### src/hw/rtl/i2cmbs_pkg.sv
// ----------------------------------------------------------------------------
// i2cmbs_pkg
// Shared types and constants for the I2C master byte sequencer: command
// codes, sequencer phases, the ack timeout reset value and the last bit.
// ----------------------------------------------------------------------------
package i2cmbs_pkg;

  // Command codes carried on a tick
  typedef enum logic [2:0] {
    CMD_TICK  = 3'd0,
    CMD_START = 3'd1,
    CMD_STOP  = 3'd2,
    CMD_WRITE = 3'd3,
    CMD_READ  = 3'd4,
    CMD_WACK  = 3'd5
  } cmd_t;

  // Sequencer phases
  typedef enum logic [4:0] {
    PH_IDLE   = 5'd0,
    PH_ST_B   = 5'd1,
    PH_ST_C   = 5'd2,
    PH_SP_B   = 5'd3,
    PH_SP_BE  = 5'd4,
    PH_W_HI   = 5'd5,
    PH_W_LO   = 5'd6,
    PH_W_SET  = 5'd7,
    PH_W_TAIL = 5'd8,
    PH_R_HI   = 5'd9,
    PH_R_LO   = 5'd10,
    PH_R_ACK  = 5'd11,
    PH_R_AH   = 5'd12,
    PH_R_END  = 5'd13,
    PH_A_HI   = 5'd14,
    PH_A_POLL = 5'd15
  } phase_t;

  localparam logic [7:0] ACK_TIMEOUT_RST = 8'd250;
  localparam logic [2:0] LAST_BIT        = 3'd7;

endpackage

### src/hw/rtl/i2c_master_byte_sequencer.sv
// ----------------------------------------------------------------------------
// i2c_master_byte_sequencer
// Bit-level I2C master sequencer: one request is one bus timing tick.
// ----------------------------------------------------------------------------
// Usage:
//   Input channel (in_valid/in_ready) carries one tick per request: a command
//   (taken only while idle), the byte to write, the ACK/NACK choice for a
//   read and the sampled SDA level. Commands arriving while busy are ignored.
//   Result channel (out_valid/out_ready) returns one result per tick: the
//   SCL/SDA levels and SDA enable driven during that tick, busy, done, the
//   last received byte and the ack-timeout error flag.
//   A tick's result is registered and shown in the cycle after accept;
//   throughput is one tick per clock while results are taken, set by the
//   single result register after the next-state logic. A new tick is taken
//   while a result is held if the receiver takes it in the same cycle.
//   cfg_we/cfg_wdata write the ack timeout limit (reset 250).
//   Synchronous reset: idle, SCL low, SDA high and driven, counters zero,
//   received byte zero, result channel empty.
//   When the receiver stalls, in_ready drops and all sequencer state holds.
// ----------------------------------------------------------------------------
module i2c_master_byte_sequencer (
  input  logic       clk,
  input  logic       rst_n,
  // configuration
  input  logic       cfg_we,
  input  logic [7:0] cfg_wdata,
  // tick input
  input  logic       in_valid,
  output logic       in_ready,
  input  logic [2:0] in_cmd,
  input  logic [7:0] in_tx_byte,
  input  logic       in_send_ack,
  input  logic       in_sda_sample,
  // tick result
  output logic       out_valid,
  input  logic       out_ready,
  output logic       out_scl_level,
  output logic       out_sda_level,
  output logic       out_sda_enable,
  output logic       out_busy_res,
  output logic       out_done_res,
  output logic [7:0] out_rx_byte,
  output logic       out_ack_error
);
  import i2cmbs_pkg::*;

  // state registers
  phase_t     phase_r,   phase_nxt;
  logic [2:0] bitcnt_r,  bitcnt_nxt;
  logic [7:0] shift_r,   shift_nxt;
  logic [7:0] poll_r,    poll_nxt;
  logic       scl_r,     scl_nxt;
  logic       sda_r,     sda_nxt;
  logic       en_r,      en_nxt;
  logic       ackc_r,    ackc_nxt;
  logic [7:0] rx_r,      rx_nxt;
  logic [7:0] limit_r;

  // result registers
  logic       out_valid_r;
  logic       busy_r,    busy_nxt;
  logic       done_r,    done_nxt;
  logic       err_r,     err_nxt;

  logic       accept;
  logic [7:0] poll_inc;

  assign in_ready = !out_valid_r || out_ready;
  assign accept   = in_valid && in_ready;
  assign poll_inc = poll_r + 8'd1;

  // next state and result of one tick
  always_comb begin
    phase_nxt  = phase_r;
    bitcnt_nxt = bitcnt_r;
    shift_nxt  = shift_r;
    poll_nxt   = poll_r;
    scl_nxt    = scl_r;
    sda_nxt    = sda_r;
    en_nxt     = en_r;
    ackc_nxt   = ackc_r;
    rx_nxt     = rx_r;
    busy_nxt   = 1'b1;
    done_nxt   = 1'b0;
    err_nxt    = 1'b0;
    case (phase_r)
      PH_IDLE: begin
        busy_nxt = 1'b0;
        case (in_cmd)
          CMD_START: begin
            en_nxt = 1'b1; sda_nxt = 1'b1; scl_nxt = 1'b1;
            phase_nxt = PH_ST_B; busy_nxt = 1'b1;
          end
          CMD_STOP: begin
            en_nxt = 1'b1; scl_nxt = 1'b0; sda_nxt = 1'b0;
            phase_nxt = PH_SP_B; busy_nxt = 1'b1;
          end
          CMD_WRITE: begin
            en_nxt = 1'b1; scl_nxt = 1'b0;
            sda_nxt = in_tx_byte[7];
            shift_nxt = {in_tx_byte[6:0], 1'b0};
            bitcnt_nxt = '0;
            phase_nxt = PH_W_HI; busy_nxt = 1'b1;
          end
          CMD_READ: begin
            en_nxt = 1'b0; scl_nxt = 1'b0;
            shift_nxt = '0; bitcnt_nxt = '0;
            ackc_nxt = in_send_ack;
            phase_nxt = PH_R_HI; busy_nxt = 1'b1;
          end
          CMD_WACK: begin
            en_nxt = 1'b0; sda_nxt = 1'b1;
            poll_nxt = '0;
            phase_nxt = PH_A_HI; busy_nxt = 1'b1;
          end
          default: ;
        endcase
      end
      PH_ST_B: begin
        sda_nxt = 1'b0; phase_nxt = PH_ST_C;
      end
      PH_ST_C: begin
        scl_nxt = 1'b0; done_nxt = 1'b1;
      end
      PH_SP_B, PH_SP_BE: begin
        err_nxt = (phase_r == PH_SP_BE);
        scl_nxt = 1'b1; sda_nxt = 1'b1; done_nxt = 1'b1;
      end
      PH_W_HI: begin
        scl_nxt = 1'b1; phase_nxt = PH_W_LO;
      end
      PH_W_LO: begin
        scl_nxt = 1'b0;
        if (bitcnt_r == LAST_BIT) begin
          phase_nxt = PH_W_TAIL;
        end else begin
          bitcnt_nxt = bitcnt_r + 3'd1;
          phase_nxt = PH_W_SET;
        end
      end
      PH_W_SET: begin
        sda_nxt = shift_r[7];
        shift_nxt = {shift_r[6:0], 1'b0};
        phase_nxt = PH_W_HI;
      end
      PH_W_TAIL: begin
        done_nxt = 1'b1;
      end
      PH_R_HI: begin
        scl_nxt = 1'b1;
        shift_nxt = {shift_r[6:0], in_sda_sample};
        if (bitcnt_r == LAST_BIT) begin
          phase_nxt = PH_R_ACK;
        end else begin
          bitcnt_nxt = bitcnt_r + 3'd1;
          phase_nxt = PH_R_LO;
        end
      end
      PH_R_LO: begin
        scl_nxt = 1'b0; phase_nxt = PH_R_HI;
      end
      PH_R_ACK: begin
        scl_nxt = 1'b0; en_nxt = 1'b1; sda_nxt = !ackc_r;
        phase_nxt = PH_R_AH;
      end
      PH_R_AH: begin
        scl_nxt = 1'b1; phase_nxt = PH_R_END;
      end
      PH_R_END: begin
        scl_nxt = 1'b0; rx_nxt = shift_r; done_nxt = 1'b1;
      end
      PH_A_HI: begin
        scl_nxt = 1'b1; phase_nxt = PH_A_POLL;
      end
      PH_A_POLL: begin
        if (!in_sda_sample) begin
          scl_nxt = 1'b0; done_nxt = 1'b1;
        end else begin
          poll_nxt = poll_inc;
          // timeout: abort with a stop condition
          if (poll_inc > limit_r) begin
            en_nxt = 1'b1; scl_nxt = 1'b0; sda_nxt = 1'b0;
            phase_nxt = PH_SP_BE;
          end
        end
      end
      default: begin
        phase_nxt = PH_IDLE; busy_nxt = 1'b0;
      end
    endcase
    if (done_nxt) begin
      busy_nxt = 1'b0;
      phase_nxt = PH_IDLE;
    end
  end

  // timeout limit register
  always_ff @(posedge clk) begin
    if (!rst_n) begin
      limit_r <= ACK_TIMEOUT_RST;
    end else if (cfg_we) begin
      limit_r <= cfg_wdata;
    end
  end

  // sequencer state, advanced once per accepted tick
  always_ff @(posedge clk) begin
    if (!rst_n) begin
      phase_r  <= PH_IDLE;
      bitcnt_r <= '0;
      shift_r  <= '0;
      poll_r   <= '0;
      scl_r    <= 1'b0;
      sda_r    <= 1'b1;
      en_r     <= 1'b1;
      ackc_r   <= 1'b0;
      rx_r     <= '0;
    end else if (accept) begin
      phase_r  <= phase_nxt;
      bitcnt_r <= bitcnt_nxt;
      shift_r  <= shift_nxt;
      poll_r   <= poll_nxt;
      scl_r    <= scl_nxt;
      sda_r    <= sda_nxt;
      en_r     <= en_nxt;
      ackc_r   <= ackc_nxt;
      rx_r     <= rx_nxt;
    end
  end

  // result register valid
  always_ff @(posedge clk) begin
    if (!rst_n) begin
      out_valid_r <= 1'b0;
    end else if (accept) begin
      out_valid_r <= 1'b1;
    end else if (out_ready) begin
      out_valid_r <= 1'b0;
    end
  end

  // result flags
  always_ff @(posedge clk) begin
    if (accept) begin
      busy_r <= busy_nxt;
      done_r <= done_nxt;
      err_r  <= err_nxt;
    end
  end

  assign out_valid      = out_valid_r;
  assign out_scl_level  = scl_r;
  assign out_sda_level  = sda_r;
  assign out_sda_enable = en_r;
  assign out_busy_res   = busy_r;
  assign out_done_res   = done_r;
  assign out_rx_byte    = rx_r;
  assign out_ack_error  = err_r;

  // checks
  a_done_not_busy: assert property (@(posedge clk) disable iff (!rst_n)
    out_valid_r |-> !(done_r && busy_r))
    else $error("done and busy reported together");

  a_err_done: assert property (@(posedge clk) disable iff (!rst_n)
    (out_valid_r && err_r) |-> done_r)
    else $error("ack error without done");

  a_stall_holds: assert property (@(posedge clk) disable iff (!rst_n)
    !accept |=> $stable(phase_r) && $stable(shift_r) && $stable(poll_r))
    else $error("state moved without an accepted tick");

  a_read_released: assert property (@(posedge clk) disable iff (!rst_n)
    (accept && phase_r == PH_R_HI) |=> !en_r)
    else $error("SDA driven while reading data bits");

  a_start_ends: assert property (@(posedge clk) disable iff (!rst_n)
    (accept && phase_r == PH_ST_C) |=> (phase_r == PH_IDLE) && done_r)
    else $error("start did not finish");

endmodule
### config.mk
export PLATFORM = sky130hd
export DESIGN_NAME = i2c_master_byte_sequencer
export DESIGN_NICKNAME = d
export VERILOG_FILES = /design/src/hw/rtl/i2cmbs_pkg.sv /design/src/hw/rtl/i2c_master_byte_sequencer.sv
export SDC_FILE = /design/constraint.sdc
export NUM_CORES = 1
export LEC_CHECK = 0
export BUFFER_PORTS_ARGS = -buffer_cell sky130_fd_sc_hd__buf_2
export CELL_PAD_IN_SITES_DETAIL_PLACEMENT = 0
export CELL_PAD_IN_SITES_GLOBAL_PLACEMENT = 2
export CORE_MARGIN = 4
export CORE_UTILIZATION = 30
export CTS_CLUSTER_DIAMETER = 100
export DETAILED_ROUTE_END_ITERATION = 6
export PLACE_DENSITY_LB_ADDON = 0.3
export SYNTH_ARGS = -nofsm -noshare
export SYNTH_HDL_FRONTEND = slang
export SYNTH_SLANG_ARGS = --single-unit
### constraint.sdc
create_clock -name clk -period 2.6 [get_ports clk]
set_input_delay 0.13 -clock clk [delete_from_list [all_inputs] [get_ports clk]]
set_output_delay 0.13 -clock clk [all_outputs]
set_load 0.02 [all_outputs]
# ---- After elaboration in Yosys (flattened, before gate mapping)
# Index checks and enable logic that the tools add are counted.
dict set report word_totals {
  ff_bits 48
  latchBits 0
  ramBits 0
  rom_bits 0
  word_cells 117
  n_memories 0
}
dict set report op_classes {
  n_addsub 2
  mul 0
  div_mod_pow 0
  n_lt_le_gt_ge 1
  n_eq_ne 35
  shift 0
  mux 32
  bitwise_logic 0
  reduce_logical 33
}
# operator n
set ops {}
lappend ops {{case mux 5 bit (12 select lines)} 1}
lappend ops {{== test 5 x 4 -> 1 bit, second input constant} 8}
lappend ops {{case mux 8 bit (2 select lines)} 2}
lappend ops {{case mux 5 bit (5 select lines)} 1}
lappend ops {{case mux 8 bit (3 select lines)} 1}
lappend ops {{== test 5 x 3 -> 1 bit, second input constant} 4}
lappend ops {{!= test 3 bit, second input constant} 6}
lappend ops {{two-way mux 8 bit} 2}
lappend ops {{two-way mux 5 bit} 3}
lappend ops {{AND reduction 5 bit} 3}
lappend ops {{OR reduction 15 bit} 1}
lappend ops {{OR reduction 5 bit} 3}
lappend ops {{AND reduction 4 bit} 3}
lappend ops {{== test 5 x 2 -> 1 bit, second input constant} 2}
lappend ops {{two-way mux 1 bit} 10}
lappend ops {{!= test 2 bit, second input constant} 5}
lappend ops {{OR reduction 2 bit} 5}
lappend ops {{== test 3 bit, second input constant} 3}
lappend ops {{adder 8 x 1 -> 8 bit, second input constant} 1}
lappend ops {{> comparator 8 bit} 1}
lappend ops {{case mux 1 bit (2 select lines)} 4}
lappend ops {{!= test 7 bit, second input constant} 1}
lappend ops {{== test 3 x 2 -> 1 bit, second input constant} 2}
lappend ops {{two-way mux 3 bit} 2}
lappend ops {{22 further kinds} 29}

# ---- Depth between registers and ports, before layout
# Gate-level depths: netlist (run 1).
dict set report logic_depth {
  depth_word 6
  depth_mapped 11
  depth_no_buf 11
}

# ---- Worst setup path before layout (run 1)
# Ideal clock, no wire load.
dict set report synth_path {
  kind {reg2reg}
  start {register poll_r[0]}
  end {register en_r (netlist: out_sda_enable)}
  setup_ps 122
  t_arrival_ps 2354
  required_ps 2478
  path_slack_ps 124
  stages_incl_launch_ff 12
  path_buffers 0
  synth_period_minus_slack_ps 2476
  path_cell_list {dfxtp_1 and3_1 and3_1 nand3_1 xnor2_1 ha_1 nand4_1 o2111a_1 o2bb2ai_1 a21oi_1 a21oi_1 o32a_1}
}
dict set report synth_via {
  elab_chain_len 4
}
# element line
set synth_rtl {}
lappend synth_rtl {{start: declaration} i2c_master_byte_sequencer.sv:51} ;# logic [7:0] poll_r, poll_nxt;
lappend synth_rtl {{start signal: assignment} i2c_master_byte_sequencer.sv:222} ;# poll_r <= poll_nxt;
lappend synth_rtl {{adder 8 x 1 -> 8 bit} i2c_master_byte_sequencer.sv:70} ;# assign poll_inc = poll_r + 8'd1;
lappend synth_rtl {{> comparator 8 bit} i2c_master_byte_sequencer.sv:181} ;# if (poll_inc > limit_r) begin
lappend synth_rtl {{!= test 2 bit (no source line)} n/a}
lappend synth_rtl {{AND reduction 5 bit (no source line)} n/a}
lappend synth_rtl {{end signal: assignment} i2c_master_byte_sequencer.sv:225} ;# en_r <= en_nxt;
lappend synth_rtl {{end: declaration} i2c_master_byte_sequencer.sv:54} ;# logic en_r, en_nxt;
# Every way passes these cells.
# A chain may end at the register's enable or synchronous reset.

# ---- Worst setup path in the final report (run 1)
# Ends and elaborated chain as after synthesis.

==> results.tsv, run 1 <==
metric	value	unit
status	complete, no violations	
die_h	103.6	µm
cp_max_fo	4	
gp_congestion	0.7802	
arrival	2660	ps
nets	422	
wl_per_cell	15.02	µm
synth_edf_count	3	
fp.dieW	103.6	µm
synth_ff_type	dfxtp_1	
synth-async-reset-ratio	0	%
grt_max_degree	29	
leakagePower	1.422	nW
max_freq	404.4	MHz
drt-initial-drc-count	176	
detail-route-antenna-nets	0	
grt_setup_unrepaired	yes	
ys_seq_area_share	35.43	%
synth_most_common_cell	nor2_1	
finalSetupViolations	0	
ir_drop	0.1962	mV
root_buffer	clkbuf_8	
insertion_delay	300	ps
synth_top_area_cell	dfxtp_1	
fin_skew	7.178	ps
period_minus_slack	2473	ps
vias	2529	
dr.pass1.iters	4	
synth_nets	382	
end_kind	flop	
final.setup.tns	0	ps
timing.slew.headroom	51.21	%
grt_pass1_vias	2321	
min-delay-path-class	in -> reg	
final_util	36.71	%
yosys-top-cells-count	nor2_1, dfxtp_1, nand2_1	
holdWs	42.84	ps
ys_seq_elements	47	
period_share	95.12	%
fillerInstances	939	
crit_type	reg -> reg	
grt_overflow	0	
worstMarginPinSlew	727.0	ps
track_usage	13.36	%
maxCapViolations	0	
dpl.hpwl	5.416	mm
synthToLayoutAreaGrowth	17.99	%
power.density	514.7	nW/µm²
synth_area	2740	µm²
synth_area_leaders	dfxtp_1, nor2_1, ha_1	
ys_types	53	
final_cells	492	
drc_errors	0	
power	1.664	mW
dpl.cell_count	483	
syn_avg_cell_area	7.989	µm²
rows	34	
synth_warnings	0	
clock_sinks	47	
layout-drive-gt1-share	21.09	%
viasPerCell	5.140	
diodes	0	
pin_count	42	
port_buffers	41	
yosys.area.top_type_share	32.15	%
required	2790	ps
antenna_found_initial	0	
start_util	31.12	%
cts_made_buffers	5	
drt-total-wl	7.388	mm
dieArea	10730	µm²
clockBufferDepth	2	
timing.final.max_slew_violations	0	
core_area	8806	µm²
cp-start-kind	flop	
cts_tree	yes	
grt_first_pass_wirelength	11.90	mm
finalHoldViolCount	0	
htreeDepth	2	
synthCells	343	
cts.clk_slew.worst_paths	90	ps
## final timing paths
check	to	cells after the start	slack, ps	startpoint
max	out_sda_enable$_SDFFE_PN1P_	11	130	poll_r[0]$_SDFFE_PN0P_
min reg2reg	bitcnt_r[1]$_SDFFE_PN0P_	2	470	bitcnt_r[1]$_SDFFE_PN0P_
min	limit_r[1]$_SDFFE_PN1P_	3	40	cfg_wdata[1]
max reg2reg	out_sda_enable$_SDFFE_PN1P_	11	130	poll_r[0]$_SDFFE_PN0P_
## power breakdown
group	switching [mW]	internal, mW
clock network	0.266	0.346
registers	0.0176	0.757
logic	0.175	0.103
## layout by cell type, fill, tap and decap left out, drive strengths merged, types with 2 or more instances in the layout
master / Yosys / final
a21o: 3 / 3
a21oi: 27 / 27
a221oi: 2 / 2
a22oi: 4 / 4
a311oi: 7 / 7
a31oi: 3 / 3
and2: 2 / 2
and3: 2 / 2
buf: 6 / 55
clkbuf: 16 / 6
dfxtp: 44 / 44
edfxtp: 3 / 3
ha: 13 / 13
inv: 14 / 15
mux2i: 15 / 15
nand2: 34 / 34
nand2b: 2 / 2
nand3: 21 / 21
nand3b: 5 / 5
nand4: 2 / 2
nor2: 51 / 51
nor2b: 4 / 4
nor3: 5 / 5
o2111ai: 2 / 2
o211ai: 8 / 8
o21a: 2 / 2
o21ai: 17 / 17
o22ai: 3 / 3
o31ai: 3 / 3
or2: 3 / 3
or3: 3 / 3
xnor2: 2 / 2
xor2: 5 / 5
## per-stage QoR
stage,cell area [µm²],setup slack [ps]
2_1_floorplan,2740,123.8
3_3_place_gp,3069,81.44
3_5_place_dp,3069,41.28
4_1_cts,3199,19.11
5_1_grt,3233,-26.65
6_report,3233,127.0
## metal layers
layer	GRT usage [%]	vias to the layer above	wire length [µm]
met1	18.52	1168	3720
met4	2.564	0	68
met3	2.923	7	303
li1	-	1301	-
met5	0	-	0
met2	21.54	53	3295
## critical path, stage by stage, from the launching register on
cell	delay (ps)
dfxtp_4	360
and3_4	170
and3_4	170
buf_4	130
xor2_1	140
ha_1	310
nand4_1	150
o2111a_2	310
o2bb2ai_2	120
a21oi_2	160
a21oi_1	60
o32a_1	280
## kinds of logic after synthesis
logic type	share of synthesized area, %
simple gates	22.60
mux	5.479
flops	35.43
xor+xnor	2.237
buf+inv	6.027
compound gates	22.28
fa+ha+maj	5.936
## area by class of cell
| class | instances | area, µm² | area share, % |
|---|---|---|---|
| Multi-Input combinational cell | 259 | 1625 | 50.27 |
| Sequential cell | 47 | 975.9 | 30.19 |
| Timing Repair Buffer | 55 | 310.3 | 9.598 |
| Tap cell | 108 | 135.1 | 4.180 |
| Clock buffer | 6 | 93.84 | 2.902 |
| Inverter | 15 | 56.30 | 1.741 |
| Clock inverter | 2 | 36.28 | 1.122 |
## sequential cells by signal (all words and copies together) (netlist names)
name            flops
out_sda_level       1
out_scl_level       1
ackc_r              1
out_done_res        1
poll_r              8
out_ack_error       1
limit_r             8
out_sda_enable      1
shift_r             8
phase_r             4
out_rx_byte         8
bitcnt_r            3
out_valid           1
out_busy_res        1
## timing repair
action	in CTS	in global routing
hold buffers	0	0
endpoints found under the hold margin	0	0
resized for setup	0	9
endpoints found under the setup margin	0	6
buffers inserted	0	1
No activity file was read; power rests on OpenSTA's default activity.
==> run 2, diff against run 1 <==
==> constraint.sdc (replaced) <==
create_clock -name clk -period 2.1 [get_ports clk]
set_input_delay 0.105 -clock clk [delete_from_list [all_inputs] [get_ports clk]]
set_output_delay 0.105 -clock clk [all_outputs]
set_load 0.02 [all_outputs]
==> run 2 against run 1 <==
The run now ends with negative setup slack left. Via count up 3.0%. Worst setup slack worse by 470 ps. First-iteration DRC count shrank 36%. Final cell count grew 3.7%. Register-to-register slack got worse by 470 ps. Critical path type unchanged. Clock power grew 23%. Hold slack got worse by 29 ps. Maximum frequency grew 1.4%. Count of clock-buffer cells in the layout unchanged.
==> results.tsv, run 2 (same netlist as run 1, synthesis figures left out) <==
metric	value	unit	change
start_util	31.12	%	unchanged
maxCapViolations	0		unchanged
timing.rr.end	out_sda_enable$_SDFFE_PN1P_		unchanged
insertion_delay	300	ps	about the same
grt_first_pass_wirelength	12.92	mm	was 11.90 mm
grt_util_met3	2.923	%	unchanged
worstMarginPinSlew	677.5	ps	was 727.0 ps
worst_slack	-338.3	ps	was 127.0 ps
leakagePower	1.528	nW	was 1.422 nW
diodes	0		unchanged
busiest_layer	met2		unchanged
grt_overflow	0		unchanged
holdCritStartpoint	cfg_wdata[3]		was cfg_wdata[1]
met1_usage	19.72	%	was 18.52%
timing.final.max_slew_violations	0		unchanged
slowest_stage	dfxtp_2		was dfxtp_4
vias	2606		was 2529
wl_per_cell	15.09	µm	was 15.02 µm
final_util	39.27	%	was 36.71%
cts_made_buffers	5		unchanged
holdWs	13.75	ps	was 42.84 ps
reg2reg_depth	11		unchanged
finalSetupViolations	7		was 0
layout_commonest_cell	nor2_1		unchanged
dr.pass1.iters	4		unchanged
period_share	116.1	%	was 95.12%
rows	34		unchanged
die_h	103.6	µm	unchanged
drc_errors	0		unchanged
final_cell_mix	nor2_1, dfxtp_1, buf_2		unchanged
cp_cell_sequence	and3_4, and3_4, nand3_4, xnor2_2, ha_1, nand4_1, o2111a_2, o2bb2ai_2, a21oi_2, a21oi_2, o32a_1		was and3_4, and3_4, buf_4, xor2_1, ha_1, nand4_1, o2111a_2, o2bb2ai_2, a21oi_2, a21oi_1, o32a_1
violations	negative setup slack		
hold_depth	3		unchanged
grt_max_degree	32		was 29
nets	440		was 422
rrSetupSlack	-340	ps	was 130 ps
min-delay-path-class	in -> reg		unchanged
holdPathEnd	limit_r[3]$_SDFFE_PN1P_		was limit_r[1]$_SDFFE_PN1P_
crit_type	reg -> reg		unchanged
cts_tree	yes		unchanged
track_usage	14.38	%	was 13.36%
hold_buffers	0		unchanged
dpl.hpwl	5.773	mm	was 5.416 mm
detail-route-antenna-nets	0		unchanged
fp.dieW	103.6	µm	unchanged
timing.slew.headroom	54.53	%	was 51.21%
power.density	604.9	nW/µm²	was 514.7 nW/µm²
power	2.092	mW	was 1.664 mW
end_kind	flop		unchanged
cts.clk_slew.worst_paths	90	ps	about the same
clockBufferDepth	2		unchanged
synthToLayoutAreaGrowth	26.21	%	was 17.99%
dieArea	10730	µm²	unchanged
cp_max_fo	3		was 4
root_buffer	clkbuf_8		unchanged
status	finished, violations left		was complete, no violations
pin_count	42		unchanged
startpoint	poll_r[1]$_SDFFE_PN0P_		was poll_r[0]$_SDFFE_PN0P_
reg2reg_from	poll_r[1]$_SDFFE_PN0P_		was poll_r[0]$_SDFFE_PN0P_
antenna_found_initial	0		unchanged
period_minus_slack	2438	ps	was 2473 ps
clock_sinks	47		unchanged
drt-initial-drc-count	113		was 176
core_area	8806	µm²	unchanged
cp-start-kind	flop		unchanged
fin_skew	8.980	ps	was 7.178 ps
drt-total-wl	7.694	mm	was 7.388 mm
arrival	2630	ps	was 2660 ps
max_freq	410.1	MHz	was 404.4 MHz
grt_util_met2	23.04	%	was 21.54%
htreeDepth	2		unchanged
required	2290	ps	was 2790 ps
finalHoldViolCount	0		unchanged
gp_congestion	0.7855		was 0.7802
grt_pass1_vias	2608		was 2321
final_cell_area	3458	µm²	was 3233 µm²
ir_drop	0.2259	mV	was 0.1962 mV
grt_setup_unrepaired	yes		unchanged
fillerInstances	909		was 939
layout-drive-gt1-share	27.61	%	was 21.09%
port_buffers	41		unchanged
viasPerCell	5.110		was 5.140
placed_cell_area	3207	µm²	was 3069 µm²
cp_slowest_stage_delay	350	ps	was 360 ps
==> run 2: worst max-delay path by stage <==
stage | end | slack, ps | depth (start not counted)
floorplan | out_sda_enable$_SDFFE_PN1P_ | -260 | 11
global placement | out_sda_enable$_SDFFE_PN1P_ | -330 | 11
detailed placement | out_sda_enable$_SDFFE_PN1P_ | -420 | 11
CTS | out_sda_enable$_SDFFE_PN1P_ | -340 | 11
global route | out_sda_enable$_SDFFE_PN1P_ | -440 | 11
finish | out_sda_enable$_SDFFE_PN1P_ | -340 | 11
==> run 2: where the power goes <==
group          switching, mW  internal, mW
Combinational          0.226         0.151
Sequential            0.0231         0.938
Clock                  0.325         0.428
Total                  0.574          1.52
==> run 2: worst max-delay path, delay by kind of cell (launching register included) <==
family	cells	cell delay, ps
fa+ha+maj	1	300
xor+xnor	1	160
compound gates	5	930
simple gates	4	580
flops	1	350
==> run 2: through the flow <==
| step | cells | TNS, ps | setup WS (ps) |
|---|---|---|---|
| after floorplan | 343 | -947.7 | -262.3 |
| after global placement | 499 | -1605 | -327.0 |
| after detailed placement | 499 | -2096 | -423.7 |
| after CTS | 509 | -2028 | -340.5 |
| after global routing | 510 | -2868 | -442.9 |
| final | 510 | -1761 | -338.3 |
==> run 2: layout make-up <==
class,instances,area [µm²],area share (%)
clock inverters,2,36.28,1.049
well taps,108,135.1,3.907
repair buffers,73,449.2,12.99
multi-input cells,259,1713,49.53
inverters,15,56.30,1.628
flip-flops and latches,47,974.7,28.18
clock buffers,6,93.84,2.713
==> run 2: timing repair <==
item                       4_1_cts  5_1_grt
setup buffers                    2        1
setup endpoints to repair        7        7
resized for setup               12        9
pin swaps                        8        5
==> run 2: per-layer routing <==
metal	part of all wire (%)	routed length, µm
met4	1.4	105
met5	0	0
met2	46	3574
met1	48	3705
met3	4.0	309
